`src/sv/gyro_flick_detector_assert.svh`:
```
// Assertion macros shared by the gyro flick detector RTL.
`ifndef GYRO_FLICK_DETECTOR_ASSERT_SVH
`define GYRO_FLICK_DETECTOR_ASSERT_SVH

// Same-cycle implication, checked on every rising edge outside reset.
`define GFD_ASSERT_NOW(label, ante, cons, msg) \
    label: assert property (@(posedge i_clk) disable iff (!i_rst_n) \
        (ante) |-> (cons)) else $error(msg);

// Next-cycle implication.
`define GFD_ASSERT_NEXT(label, ante, cons, msg) \
    label: assert property (@(posedge i_clk) disable iff (!i_rst_n) \
        (ante) |=> (cons)) else $error(msg);

`endif

```
`src/sv/gfd_pkg.sv`:
```
// Shared types and constants of the gyro flick detector.
package gfd_pkg;

    localparam int unsigned RATE_W  = 16;
    localparam int unsigned TIME_W  = 32;
    localparam int unsigned FILT_W  = 24;
    localparam int unsigned LVL_W   = 15;
    localparam int unsigned ALPHA_W = 9;
    localparam int unsigned AXIS_W  = 2;
    localparam int unsigned RATIO_W = 8;
    localparam int unsigned COOL_W  = 16;
    localparam int unsigned GEST_W  = 2;
    localparam int unsigned CIDX_W  = 3;
    localparam int unsigned CDAT_W  = 16;
    localparam int unsigned PROD_W  = RATIO_W + FILT_W;
    localparam int unsigned NUM_AXES = 3;

    // Gesture codes.
    localparam logic [GEST_W-1:0] GEST_NONE  = 2'd0;
    localparam logic [GEST_W-1:0] GEST_LEFT  = 2'd1;
    localparam logic [GEST_W-1:0] GEST_RIGHT = 2'd2;

    // Axis codes.
    localparam logic [AXIS_W-1:0] AXIS_X = 2'd0;
    localparam logic [AXIS_W-1:0] AXIS_Y = 2'd1;
    localparam logic [AXIS_W-1:0] AXIS_Z = 2'd2;

    // Configuration register indexes.
    localparam logic [CIDX_W-1:0] REG_THRESHOLD = 3'd0;
    localparam logic [CIDX_W-1:0] REG_RELEASE   = 3'd1;
    localparam logic [CIDX_W-1:0] REG_ALPHA     = 3'd2;
    localparam logic [CIDX_W-1:0] REG_AXIS      = 3'd3;
    localparam logic [CIDX_W-1:0] REG_RATIO     = 3'd4;
    localparam logic [CIDX_W-1:0] REG_INVERT    = 3'd5;
    localparam logic [CIDX_W-1:0] REG_COOLDOWN  = 3'd6;

    // Alpha limit and smallest nonzero dominance ratio.
    localparam logic [ALPHA_W-1:0] ALPHA_MAX = 9'd256;
    localparam logic [RATIO_W-1:0] RATIO_MIN = 8'd8;

    // Lane control: load latches the raw sample, step advances the filter.
    typedef struct packed {
        logic load;
        logic step;
    } t_lane_ctl;

    // Registered result of the merge stage.
    typedef struct packed {
        logic signed [FILT_W:0]   prim;    // primary filter value, inverted if selected
        logic [FILT_W-1:0]        mag;     // its magnitude
        logic [PROD_W-1:0]        prod;    // ratio times larger other magnitude
        logic                     dom_en;  // dominance check enabled
    } t_meas;

endpackage

```
`src/sv/gfd_lane.sv`:
```
// One axis lane: sample latch and first-order low-pass filter.
module gfd_lane
    import gfd_pkg::*;
(
    input  logic                     i_clk,
    input  logic                     i_rst_n,
    input  t_lane_ctl                i_ctl,
    input  logic signed [RATE_W-1:0] i_x,
    input  logic [ALPHA_W-1:0]       i_alpha,
    output logic signed [FILT_W-1:0] o_filt,
    output logic [FILT_W-1:0]        o_mag
);

    logic signed [RATE_W-1:0]   r_x;
    logic signed [FILT_W-1:0]   r_filt;
    logic signed [FILT_W-1:0]   n_filt;
    logic signed [ALPHA_W:0]    w_a;
    logic signed [ALPHA_W:0]    w_ac;
    logic signed [25:0]         w_px;
    logic signed [33:0]         w_pf;
    logic signed [34:0]         w_acc;

    assign w_a  = signed'({1'b0, i_alpha});
    assign w_ac = signed'({1'b0, ALPHA_MAX}) - w_a;
    assign w_px = w_a * r_x;
    assign w_pf = w_ac * r_filt;
    // acc = alpha*(x*256) + (256-alpha)*old; arithmetic shift floors
    assign w_acc = 35'(signed'({w_px, 8'h00})) + 35'(w_pf);
    assign n_filt = w_acc[FILT_W+7:8];

    always_ff @(posedge i_clk) begin
        if (i_ctl.load) begin
            r_x <= i_x;
        end
    end

    always_ff @(posedge i_clk) begin
        if (!i_rst_n) begin
            r_filt <= '0;
        end else if (i_ctl.step) begin
            r_filt <= n_filt;
        end
    end

    assign o_filt = r_filt;
    assign o_mag  = r_filt[FILT_W-1] ? FILT_W'(-r_filt) : FILT_W'(r_filt);

endmodule

```
`config.mk`:
```
export PLATFORM = sky130hd
export DESIGN_NAME = gfd_lane
export DESIGN_NICKNAME = d
export VERILOG_FILES = /design/src/sv/gyro_flick_detector_assert.svh /design/src/sv/gfd_pkg.sv /design/src/sv/gfd_lane.sv
export SDC_FILE = /design/constraint.sdc
export NUM_CORES = 1
export LEC_CHECK = 0
export ABC_CLOCK_PERIOD_IN_PS = 16780
export BUFFER_PORTS_ARGS = -buffer_cell sky130_fd_sc_hd__buf_2
export CAP_MARGIN = 25
export CORE_UTILIZATION = 55
export DETAILED_ROUTE_END_ITERATION = 10
export PLACE_DENSITY_LB_ADDON = 0.3
export SLEW_MARGIN = 20
export SYNTH_ARGS = -nofsm -noshare
export SYNTH_HDL_FRONTEND = slang
export SYNTH_SLANG_ARGS = --single-unit
```
`constraint.sdc`:
```
create_clock -name i_clk -period 16.78 [get_ports i_clk]
set_input_delay 0.839 -clock i_clk [delete_from_list [all_inputs] [get_ports i_clk]]
set_output_delay 0.839 -clock i_clk [all_outputs]
set_load 0.05 [all_outputs]
```
==> metrics.csv <==
metric,value,unit
worst reg2reg endpoint,o_filt[23]$_SDFFE_PN0P_,
"Top FF cell, synth",dfxtp_1,
"commonest non-fill, non-tap cell in the layout",inv_1,
# Max-Cap Violations,0,
sequential-to-total area share from yosys stat,6.37,%
area fraction of the dominant cell type after synthesis,43.8,%
NumNets Final,2145,
Post-Syn Instances,1646,
count of pins over their slew limit,0,
die height,168,um
IO Count,77,
f_max,109,MHz
GRT overflow,0,
CTS Sinks,40,
Core ar.,27000,um^2
CP dominant cell by count,fa_1,
"Setup violations, final",0,
GP Congestion,0.896,
startpoint types,input pin,
top routing layer in use,met4,
"Area growth, synth to finish",5.10,%
worst hold path endpoint,r_x[12]$_DFFE_PP_,
CP max stage delay,0.54,ns
WL met2,18.4,mm
initial DRC count,621,
status,finished clean,
initial core utilization,56.0,%
CTS tree,yes,
Hold Path Class,input pin to flop,
# rows,60,
crit path max fanout,20,
total CTS buffers,5,
"commonest non-fill, non-tap cells in the layout","inv_1 (340), fa_1 (330), nand2_1 (203)",
Slew headroom,43.7,%
drc violations,0,
first-pass GRT wire length,61.0,mm
DR WL/cell,17.6,um
first drt pass iteration count,5,
share of layout cells above drive strength 1,7.52,%
Unique masters post-synth,62,
htree depth,2,
clock-pin slew of the registers on the worst-case setup and hold paths,0.08,ns
Die ar.,28100,um^2
Skew-Pair Late Insertion Delay,0.31,ns
synth top area cells,"fa_1 (44%), ha_1 (10%), inv_1 (8.5%)",
Worst Reg-to-Reg Cells,29,
GRT Util Overall,27.6,%
clk buf depth,2,
hpwl dp,27.2,mm
Vias per Instance,5.51,
Hold Fails Final Rpt,0,
met3 WL,1.45,mm
actual transition at the worst max-transition pin,0.845,ns
Post-synth ARST share,0,%
period utilisation layout,54.9,%
FF-to-FF Start,r_x[6]$_DFFE_PP_,
hold buffers post-CTS,0,
ANT nets after route,0,
Yosys warning total,0,
Reg2Reg Setup Slack,7.85,ns
hold path depth,1,
"Data arrival, critical path",9.45,ns
Sum Neg Setup Slack,0,ns
Hold Path Origin,i_x[12],
Worst Path Required,17.02,ns
largest net degree at the start of global routing,44,
register bit total from synthesis,40,
wl on met1,14.5,mm
Post-Synthesis Net Count,2130,
initial antenna violation count,2,
Post-Syn Area,15100,um^2
final core occ,58.9,%
Buffers on Ports,76,
CP Class,input pin to flop,
CP Capture Type,flop,
Mean Syn Cell Area,9.17,um^2
"area leader, netlist",fa_1,
"wirelength, routed",35.2,mm
Vias,11038,
vias in the first global route,12277,
die width,168,um
# Post-CTS Setup Buffers,0,
final worst path period need,9.21,ns
"EDFF count, synth",16,
RSZ-0062 raised after global routing,false,
# diodes,0,
Clock Tree Root,clkbuf_16,
clk_skew,0.0126,ns
# resized after CTS,0,
Worst path slowest cell,fa_1,
-- layout make-up --
type | instances | area (um^2)
clock buffer | 5 | 125
clock inverter | 3 | 47.5
fill | 2397 | 11100
inverter | 340 | 1280
multi-input combinational | 1188 | 12600
sequential | 40 | 961
tap | 341 | 427
timing repair buffer | 86 | 463
-- logic make-up (layout without fill, tap and decap cells) --
logic type	count (synthesis)	after routing	synth area share, %
buf+inv	418	434	10.5
flops	40	40	6.37
simple gates	516	516	17.6
mux	12	12	0.796
xor+xnor	89	89	5.31
fa+ha+maj	455	455	54.1
compound gates	116	116	5.34
-- per-layer routing --
| metal | vias to the layer above | track usage [%] |
|---|---|---|
| met5 | - | 0 |
| met4 | 0 | 8.10 |
| met3 | 51 | 2.03 |
| met2 | 265 | 50.6 |
| met1 | 5758 | 34.8 |
| li1 | 4964 | - |
-- registers in the layout, indices dropped and copies added, names as in the netlist --
signal,cells
o_filt,24
r_x,16
-- worst max path at each step --
stage	from	end	slack, ns	cells after the start
after floorplan	i_alpha[1]	o_filt[23]$_SDFFE_PN0P_	7.53	36
after global routing	i_alpha[2]	o_filt[23]$_SDFFE_PN0P_	7.05	35
after global placement	i_alpha[1]	o_filt[23]$_SDFFE_PN0P_	7.40	31
after CTS	i_alpha[1]	o_filt[23]$_SDFFE_PN0P_	7.61	31
after detailed placement	i_alpha[1]	o_filt[23]$_SDFFE_PN0P_	7.30	31
final	i_alpha[2]	o_filt[23]$_SDFFE_PN0P_	7.57	31
-- worst max-delay path: cells and delay by family --
kind / cells / cell delay (ns)
compound gates: 8 / 1.60
xor+xnor: 1 / 0.20
fa+ha+maj: 11 / 4.99
buf+inv: 6 / 0.61
simple gates: 5 / 1.21
-- through the flow --
step	instances	worst slack, ns	hold slack [ns]	area (um^2)
2_1_floorplan	1646	7.53	0.738	15100
3_3_place_gp	1994	7.40	0.747	15700
3_5_place_dp	1994	7.30	0.754	15700
4_1_cts	2002	7.61	0.704	15800
5_1_grt	2003	7.05	0.700	15900
6_report	2003	7.57	0.707	15900
-- cells in the mapped netlist, drive strengths merged, types with 8 or more instances --
master and number:
clkbuf 67, a21o 14, fa 330, buf 11, o21a 8, and2 185
nor2 30, xor2 15, nor3 10, nand3 14, nand2 203, dfxtp 24
inv 340, xnor2 74, nor2b 21, a21oi 29, o21ai 19, ha 125
mux2i 12, edfxtp 16, or2 20
Power is left out: the tool's default activity adds up to more than one toggle a clock period on the data nets, which glitch-free logic cannot reach.
