File: src/sv/gyro_flick_detector_assert.svh
// Assertion macros shared by the gyro flick detector RTL.
`ifndef GYRO_FLICK_DETECTOR_ASSERT_SVH
`define GYRO_FLICK_DETECTOR_ASSERT_SVH

// Same-cycle implication, checked on every rising edge outside reset.
`define GFD_ASSERT_NOW(label, ante, cons, msg) \
    label: assert property (@(posedge i_clk) disable iff (!i_rst_n) \
        (ante) |-> (cons)) else $error(msg);

// Next-cycle implication.
`define GFD_ASSERT_NEXT(label, ante, cons, msg) \
    label: assert property (@(posedge i_clk) disable iff (!i_rst_n) \
        (ante) |=> (cons)) else $error(msg);

`endif

File: src/sv/gfd_pkg.sv
// Shared types and constants of the gyro flick detector.
package gfd_pkg;

    localparam int unsigned RATE_W  = 16;
    localparam int unsigned TIME_W  = 32;
    localparam int unsigned FILT_W  = 24;
    localparam int unsigned LVL_W   = 15;
    localparam int unsigned ALPHA_W = 9;
    localparam int unsigned AXIS_W  = 2;
    localparam int unsigned RATIO_W = 8;
    localparam int unsigned COOL_W  = 16;
    localparam int unsigned GEST_W  = 2;
    localparam int unsigned CIDX_W  = 3;
    localparam int unsigned CDAT_W  = 16;
    localparam int unsigned PROD_W  = RATIO_W + FILT_W;
    localparam int unsigned NUM_AXES = 3;

    // Gesture codes.
    localparam logic [GEST_W-1:0] GEST_NONE  = 2'd0;
    localparam logic [GEST_W-1:0] GEST_LEFT  = 2'd1;
    localparam logic [GEST_W-1:0] GEST_RIGHT = 2'd2;

    // Axis codes.
    localparam logic [AXIS_W-1:0] AXIS_X = 2'd0;
    localparam logic [AXIS_W-1:0] AXIS_Y = 2'd1;
    localparam logic [AXIS_W-1:0] AXIS_Z = 2'd2;

    // Configuration register indexes.
    localparam logic [CIDX_W-1:0] REG_THRESHOLD = 3'd0;
    localparam logic [CIDX_W-1:0] REG_RELEASE   = 3'd1;
    localparam logic [CIDX_W-1:0] REG_ALPHA     = 3'd2;
    localparam logic [CIDX_W-1:0] REG_AXIS      = 3'd3;
    localparam logic [CIDX_W-1:0] REG_RATIO     = 3'd4;
    localparam logic [CIDX_W-1:0] REG_INVERT    = 3'd5;
    localparam logic [CIDX_W-1:0] REG_COOLDOWN  = 3'd6;

    // Alpha limit and smallest nonzero dominance ratio.
    localparam logic [ALPHA_W-1:0] ALPHA_MAX = 9'd256;
    localparam logic [RATIO_W-1:0] RATIO_MIN = 8'd8;

    // Lane control: load latches the raw sample, step advances the filter.
    typedef struct packed {
        logic load;
        logic step;
    } t_lane_ctl;

    // Registered result of the merge stage.
    typedef struct packed {
        logic signed [FILT_W:0]   prim;    // primary filter value, inverted if selected
        logic [FILT_W-1:0]        mag;     // its magnitude
        logic [PROD_W-1:0]        prod;    // ratio times larger other magnitude
        logic                     dom_en;  // dominance check enabled
    } t_meas;

endpackage

File: src/sv/gfd_merge.sv
// Merge stage: pick the primary axis, invert, and form the dominance product.
module gfd_merge
    import gfd_pkg::*;
(
    input  logic                     i_clk,
    input  logic                     i_en,
    input  logic signed [FILT_W-1:0] i_filt [NUM_AXES],
    input  logic [FILT_W-1:0]        i_mag  [NUM_AXES],
    input  logic [AXIS_W-1:0]        i_axis,
    input  logic                     i_invert,
    input  logic [RATIO_W-1:0]       i_ratio,
    output t_meas                    o_meas
);

    t_meas                    r_meas;
    t_meas                    n_meas;
    logic signed [FILT_W-1:0] w_pf;
    logic [FILT_W-1:0]        w_o1;
    logic [FILT_W-1:0]        w_o2;
    logic [FILT_W-1:0]        w_other;
    logic signed [FILT_W:0]   w_p;
    logic [RATIO_W-1:0]       w_r;

    always_comb begin
        case (i_axis)
            AXIS_X: begin
                w_pf = i_filt[0];
                w_o1 = i_mag[1];
                w_o2 = i_mag[2];
            end
            AXIS_Z: begin
                w_pf = i_filt[2];
                w_o1 = i_mag[0];
                w_o2 = i_mag[1];
            end
            default: begin
                // y, and the unused code that also selects y
                w_pf = i_filt[1];
                w_o1 = i_mag[0];
                w_o2 = i_mag[2];
            end
        endcase
        w_other = (w_o2 > w_o1) ? w_o2 : w_o1;
        w_p     = (FILT_W+1)'(w_pf);
        w_r     = (i_ratio < RATIO_MIN) ? RATIO_MIN : i_ratio;

        n_meas.prim   = i_invert ? -w_p : w_p;
        n_meas.mag    = n_meas.prim[FILT_W] ? FILT_W'(-n_meas.prim)
                                            : n_meas.prim[FILT_W-1:0];
        n_meas.prod   = w_r * w_other;
        n_meas.dom_en = (i_ratio != '0);
    end

    always_ff @(posedge i_clk) begin
        if (i_en) begin
            r_meas <= n_meas;
        end
    end

    assign o_meas = r_meas;

endmodule

File: config.mk
export PLATFORM = sky130hd
export DESIGN_NAME = gfd_merge
export DESIGN_NICKNAME = d
export VERILOG_FILES = /design/src/sv/gyro_flick_detector_assert.svh /design/src/sv/gfd_pkg.sv /design/src/sv/gfd_merge.sv
export SDC_FILE = /design/constraint.sdc
export NUM_CORES = 1
export LEC_CHECK = 0
export BUFFER_PORTS_ARGS = -buffer_cell sky130_fd_sc_hd__buf_2
export CAP_MARGIN = 20
export CORE_MARGIN = 8
export CORE_UTILIZATION = 38
export DETAILED_ROUTE_END_ITERATION = 16
export SETUP_SLACK_MARGIN = 0.5
export SYNTH_ARGS = -nofsm -noshare
export SYNTH_HDL_FRONTEND = slang
export SYNTH_SLANG_ARGS = --single-unit
File: constraint.sdc
create_clock -name i_clk -period 13.3 [get_ports i_clk]
set_input_delay 3.99 -clock i_clk [delete_from_list [all_inputs] [get_ports i_clk]]
set_output_delay 3.99 -clock i_clk [all_outputs]
set_load 0.02 [all_outputs]
==> results of run 1 <==
routing by layer:
layer,GRT usage [%],wire length [um],vias to the layer above
met5,0,0,-
met4,4.14,495,0
met3,3.36,2540,32
met2,28.9,14700,385
met1,23.4,15000,4656
li1,-,-,4774
cells in the final DEF (no fill, tap or decap), types with 6 or more instances in the layout:
| master | instances |
|---|---|
| sky130_fd_sc_hd__o21ai_1 | 18 |
| sky130_fd_sc_hd__o21ai_0 | 31 |
| sky130_fd_sc_hd__buf_4 | 24 |
| sky130_fd_sc_hd__nor2_1 | 39 |
| sky130_fd_sc_hd__nand3_1 | 38 |
| sky130_fd_sc_hd__nor3_1 | 94 |
| sky130_fd_sc_hd__nand2b_1 | 6 |
| sky130_fd_sc_hd__buf_2 | 237 |
| sky130_fd_sc_hd__a21o_1 | 13 |
| sky130_fd_sc_hd__mux2i_1 | 45 |
| sky130_fd_sc_hd__o31ai_1 | 12 |
| sky130_fd_sc_hd__mux2_2 | 28 |
| sky130_fd_sc_hd__and2_1 | 6 |
| sky130_fd_sc_hd__a21boi_1 | 17 |
| sky130_fd_sc_hd__a31oi_1 | 9 |
| sky130_fd_sc_hd__nand4_1 | 6 |
| sky130_fd_sc_hd__or3b_2 | 14 |
| sky130_fd_sc_hd__or2_2 | 6 |
| sky130_fd_sc_hd__xor2_1 | 20 |
| sky130_fd_sc_hd__nand2_1 | 49 |
| sky130_fd_sc_hd__ha_1 | 78 |
| sky130_fd_sc_hd__nor2b_1 | 8 |
| sky130_fd_sc_hd__fa_1 | 132 |
| sky130_fd_sc_hd__a21oi_1 | 41 |
| sky130_fd_sc_hd__nor3b_1 | 66 |
| sky130_fd_sc_hd__and3_1 | 10 |
| sky130_fd_sc_hd__inv_1 | 177 |
| sky130_fd_sc_hd__edfxtp_1 | 81 |
| sky130_fd_sc_hd__clkbuf_16 | 9 |
| sky130_fd_sc_hd__o21a_1 | 8 |
| sky130_fd_sc_hd__or3_1 | 26 |
| sky130_fd_sc_hd__xnor2_1 | 49 |
layout make-up:
class	count	share of cell area (%)
Sequential cell	81	17.6
Timing Repair Buffer	262	10.1
Clock buffer	10	1.66
Inverter	178	4.83
Clock inverter	6	0.489
Tap cell	396	3.58
Multi-Input combinational cell	933	61.8
report_power, final:
group	switching (mW)	total (mW)	internal [mW]
clock network	0.107	0.253	0.146
logic	1.89	3.25	1.36
registers	0.0173	0.548	0.531
total	2.01	4.05	2.04
path summary, 6_finish.rpt:
kind	startpoint	to	slack, ns	cells past startpoint
setup / recovery	i_axis[0]	o_meas[23]$_DFFE_PP_	1.09	33
hold / removal	i_ratio[2]	o_meas[0]$_DFFE_PP_	3.99	2
cells by family after synthesis:
kind of cell             count (synthesis)  share of synthesized area [%]
multiplexers                            77                           7.01
buffers and inverters                  231                           7.65
adder cells (fa/ha/maj)                210                           30.5
AO/OA/AOI/OAI                          186                           10.4
flip-flops                              81                           20.5
AND/OR/NAND/NOR                        390                           18.7
XOR/XNOR                                70                           5.24
metrics by stage:
stage	util, %	total power, mW
after global placement	44.0	3.79
final	45.1	4.05
after CTS	44.9	4.11
after global routing	45.1	4.57
after detailed placement	44.0	3.83
after floorplan	-	3.09
worst max-delay path: cells and delay by family:
family	cells	cell delay (ns)
compound gates	12	2.68
fa+ha+maj	6	2.67
simple gates	7	1.64
buf+inv	7	0.95
mux	1	0.40
==> results.toml, run 1 <==
[run_status]
status = "complete, no violations"

[detailed_routing]
drtIter0Drc = 580
remaining_drc_errors = 0
routed_wire_length_mm = 32.7
via_count = 9847
routed_antenna_nets = 0
routedWlPerCell_um = 17.5
detail_route.vias_per_cell = 5.28
number_of_search_and_repair_iterations_in_the_first_detailed_routing_pass = 5

[timing]
slew_headroom_pct = 29.0
worst-slew-pin-transition_ns = 1.06
worst_hold_slack_ns = 3.99
fin_tns_setup_ns = 0
final_period_minus_worst_setup_slack_ns = 12.21
setup_viol = 0
min_period_over_period_pct = 91.8
clock.fmax_mhz = 81.9
timing_hold_violations_final = 0
rsz0062_at_grt = "no"
final_critical_path_setup_slack_ns = 1.09
report.final.slew_viol_count = 0

[clocking]
path_clk_slew_ns = 0.07
ctsHtreeMaxLevel = 3
cts-root-buf = "sky130_fd_sc_hd__clkbuf_16"
post_cts_resized = 0
cts_buffers = 9
cts_hold_buf = 0
cts_sinks = 81
cts-root-to-sink-buffers = 2
cts_tree = "yes"
post-cts-setup-buffers = 0

[cells_and_area]
largest_reg_flops = 81
fill_cells = 3048
insertedDiodeCount = 0
design_area_mm2 = 0.0138
drive_gt1_share_pct = 23.7
finish.cell_count_without_fillers = 1866
total_nets_final = 1832
syn2layout_area_growth_pct = 16.6
multiInputGateArea_mm2 = 0.00853
ff_latch_area_mm2 = 0.00243

[synthesis]
ys_seq_elements = 81
synth_largest_area_cell = "sky130_fd_sc_hd__fa_1"
avgSynthCellArea_um2 = 9.52
netlist_top_cells_count = "177 x sky130_fd_sc_hd__inv_1, 132 x sky130_fd_sc_hd__fa_1, 95 x sky130_fd_sc_hd__nor3_1, 81 x sky130_fd_sc_hd__edfxtp_1, 78 x sky130_fd_sc_hd__ha_1"
synth_cell_type_count = 69
most_frequent_cell_after_synthesis = "sky130_fd_sc_hd__inv_1"
synth.top_cells.by_area = "sky130_fd_sc_hd__fa_1 22%, sky130_fd_sc_hd__edfxtp_1 21%, sky130_fd_sc_hd__ha_1 8.2%, sky130_fd_sc_hd__inv_1 5.6%, sky130_fd_sc_hd__nor3b_1 4.2%"
mappedNetlistArea_mm2 = 0.0119
synth_top_cell_area_share_pct = 22.3
synth-async-reset-ratio_pct = 0
yosys_warnings = 0
postSynthCellCount = 1245
edff_count_synth = 81
synth_seq_area_share_pct = 20.5
ys_dominant_reg_cell = "sky130_fd_sc_hd__edfxtp_1"
synthesis.nets = 1612

[worst_setup_path]
cp_slowest_stage_delay_ns = 0.67
endpoint_kind = "register"
critPathMaxFanout = 24
worst-endpoint-arrival_ns = 12.35
cp_slowest_cell = "sky130_fd_sc_hd__o21a_1"
crit_required_ns = 13.44
setup.worst_path.class = "primary input to register"
critical_path.startpoint_type = "primary input"

[global_routing]
grt_start_max_net_pins = 82
grt_overflow = 0
first_global_vias = 10200
antenna_violations_before_repair = 0
grt_util_all_layers_pct = 17.5
grt_pass1_wl_mm = 52.1

[die]
initial_utilization_pct = 38.6
rows = 64
count_of_boundary_i_o_pins = 239
floorplan.core_area_mm2 = 0.0307
chipWidth_um = 193
dieHeight_um = 193
die-area_mm2 = 0.0371

[place]
number_of_i_o_port_buffers = 238
post_dp_cell_area_mm2 = 0.0135
hpwl_mm = 27.2
gpl_congestion = 0.899
dpl_worst_slack_ns = 0.569
placed_cells_incl_taps = 1849

[power_and_ir_drop]
power.density_mw_per_mm2 = 293
p_leak_nw = 6.26
worst_ir_drop_vdd_v = 0.000177

[job]
cap_violations = 0

[hold_path]
min-delay-path-class = "primary input to register"
(Power assumes the default switching activity.)
==> run 2, diff against run 1 <==
BUFFER_PORTS_ARGS = default   (was -buffer_cell sky130_fd_sc_hd__buf_2)
DONT_BUFFER_PORTS = 1   (was default)
==> run 2 against run 1 <==
Routed wire length decreased by 1.9%; critical path depth decreased by 4; global-route usage decreased by 0.43 points; combinational power decreased by 6%; clock-buffer cell count unchanged; fmax increased by 0.22%; first-iteration DRC count decreased by 12%; flip-flop and latch count unchanged; critical endpoint is now o_meas[31]$_DFFE_PP_; largest power group unchanged.
==> results.toml, run 2 (synthesis gave the netlist of run 1 again) <==
[detailed_routing]
routed_antenna_nets = 0
detail_route.vias_per_cell = 5.53
routedWlPerCell_um = 19.9
routed_wire_length_mm = 32.1
drtIter0Drc = 510
via_count = 8938
remaining_drc_errors = 0
number_of_search_and_repair_iterations_in_the_first_detailed_routing_pass = 5

[cells_and_area]
total_nets_final = 1583
largest_reg_flops = 81
syn2layout_area_growth_pct = 6.07
layout_commonest_cell = "sky130_fd_sc_hd__inv_1"
drive_gt1_share_pct = 8.19
multiInputGateArea_mm2 = 0.00853
ff_latch_area_mm2 = 0.00243
finish.cell_count_without_fillers = 1617
insertedDiodeCount = 0
layout.cells.most_common_list = "177 x sky130_fd_sc_hd__inv_1, 132 x sky130_fd_sc_hd__fa_1, 93 x sky130_fd_sc_hd__nor3_1"
fill_cells = 3047

[global_routing]
grt_start_max_net_pins = 82
grt_pass1_wl_mm = 50.5
antenna_violations_before_repair = 0
grt_overflow = 0
grt_util_all_layers_pct = 17.1
first_global_vias = 9360

[hold_path]
worstHoldPathCells = 0
min-delay-path-class = "primary input to register"
worstHoldStart = "i_en"
holdPathEnd = "o_meas[45]$_DFFE_PP_"

[worst_setup_path]
cp_slowest_cell = "sky130_fd_sc_hd__nor3_1"
setup.worst_path.class = "primary input to register"
critical_path.startpoint_type = "primary input"
endpoint_kind = "register"
critPathMaxFanout = 26
worst-endpoint-arrival_ns = 12.28
cp_slowest_stage_delay_ns = 0.78
crit_required_ns = 13.39

[place]
dpl_worst_slack_ns = 0.623
hpwl_mm = 26.2
placed_cells_incl_taps = 1601
gpl_congestion = 0.845
number_of_i_o_port_buffers = 0

[run_status]
status = "complete, no violations"

[power_and_ir_drop]
power_report.internal_total_mw = 2.02
pwr-share-clk_pct = 7.3
sw_frac_of_total_pct = 49.7
power.density_mw_per_mm2 = 319
worst_ir_drop_vdd_v = 0.000166
share_comb_of_total_power_pct = 75.9
power_frac_seq_pct = 16.7
p_leak_nw = 5.29
power.net_switching_mw = 1.99

[die]
floorplan.core_area_mm2 = 0.0307
chipWidth_um = 193
initial_utilization_pct = 38.6
count_of_boundary_i_o_pins = 239
dieHeight_um = 193
rows = 64
die-area_mm2 = 0.0371

[clocking]
cts_sinks = 81
cts_buffers = 9
post-cts-setup-buffers = 0
cts-root-to-sink-buffers = 2
cts_tree = "yes"
path_clk_slew_ns = 0.07
cts-root-buf = "sky130_fd_sc_hd__clkbuf_16"
ctsHtreeMaxLevel = 3

[timing]
final_period_minus_worst_setup_slack_ns = 12.19
clock.fmax_mhz = 82.1
min_period_over_period_pct = 91.6
timing_hold_violations_final = 0
slew_headroom_pct = 30.0
report.final.slew_viol_count = 0
setup_viol = 0
fin_tns_setup_ns = 0
final_critical_path_setup_slack_ns = 1.11
worst-slew-pin-transition_ns = 1.04
rsz0062_at_grt = "no"

[job]
cap_violations = 0
==> run 2: cell types whose count changed in the layout (fill, tap and decap cells not counted), moves of 2 or more <==
cell and delta:
sky130_fd_sc_hd__buf_4 -11, sky130_fd_sc_hd__o21ai_1 -2, sky130_fd_sc_hd__a21boi_2 -2, sky130_fd_sc_hd__o21ai_0 +2
sky130_fd_sc_hd__bufinv_16 +2, sky130_fd_sc_hd__a21boi_1 +2, sky130_fd_sc_hd__buf_2 -237
==> run 2: repair_timing <==
action | CTS | global route
endpoints found under the setup margin | 0 | 1
hold buffers | 0 | 0
resized for setup | 0 | 3
==> run 2: power groups by stage <==
| stage | logic [mW] | clock network (mW) | registers [mW] |
|---|---|---|---|
| finish | 3.05 | 0.294 | 0.672 |
| detailed placement | 3.07 | 0 | 0.684 |
| global route | 3.49 | 0.311 | 0.682 |
| global placement | 3.01 | 0 | 0.685 |
| floorplan | 2.44 | 0 | 0.651 |
| CTS | 3.09 | 0.302 | 0.679 |
==> run 2: stage by stage <==
stage	power, mW	hold WS, ns	utilization, %	instance area (um2)
finish	4.01	3.76	41.0	12600
global route	4.48	3.74	41.0	12600
CTS	4.07	3.75	41.0	12600
detailed placement	3.75	4.11	39.8	12200
global placement	3.69	4.11	39.8	12200
floorplan	3.09	4.10	-	11900
==> run 2: how the worst max path moves through the flow <==
stage / start / to / slack, ns / cells past startpoint
after global placement: i_axis[1] / o_meas[31]$_DFFE_PP_ / 0.84 / 29
after global routing: i_axis[1] / o_meas[31]$_DFFE_PP_ / 0.54 / 29
after CTS: i_axis[1] / o_meas[31]$_DFFE_PP_ / 1.03 / 27
after detailed placement: i_axis[1] / o_meas[31]$_DFFE_PP_ / 0.62 / 27
final: i_axis[1] / o_meas[31]$_DFFE_PP_ / 1.11 / 29
after floorplan: i_axis[1] / o_meas[23]$_DFFE_PP_ / 0.84 / 35
==> run 2: final cells by class <==
class	instances	area share [%]
multi-input combinational	933	67.9
sequential	81	19.3
inverter	178	5.32
tap	396	3.94
clock buffer	10	1.82
clock inverter	6	0.916
timing repair buffer	13	0.776
==> run 2: critical path: cells and delay by family <==
family | cells | cell delay [ns]
fa+ha+maj | 6 | 2.78
simple gates | 9 | 2.50
compound gates | 8 | 1.82
buf+inv | 4 | 0.65
xor+xnor | 1 | 0.10
mux | 1 | 0.41
==> run 2: per-layer routing <==
metal | track usage, % | vias to the layer above | wire length [um]
met3 | 4.23 | 30 | 2970
met4 | 3.94 | 0 | 478
met1 | 21.8 | 4272 | 14000
met5 | 0 | - | 0
met2 | 28.7 | 388 | 14600
li1 | - | 4248 | -
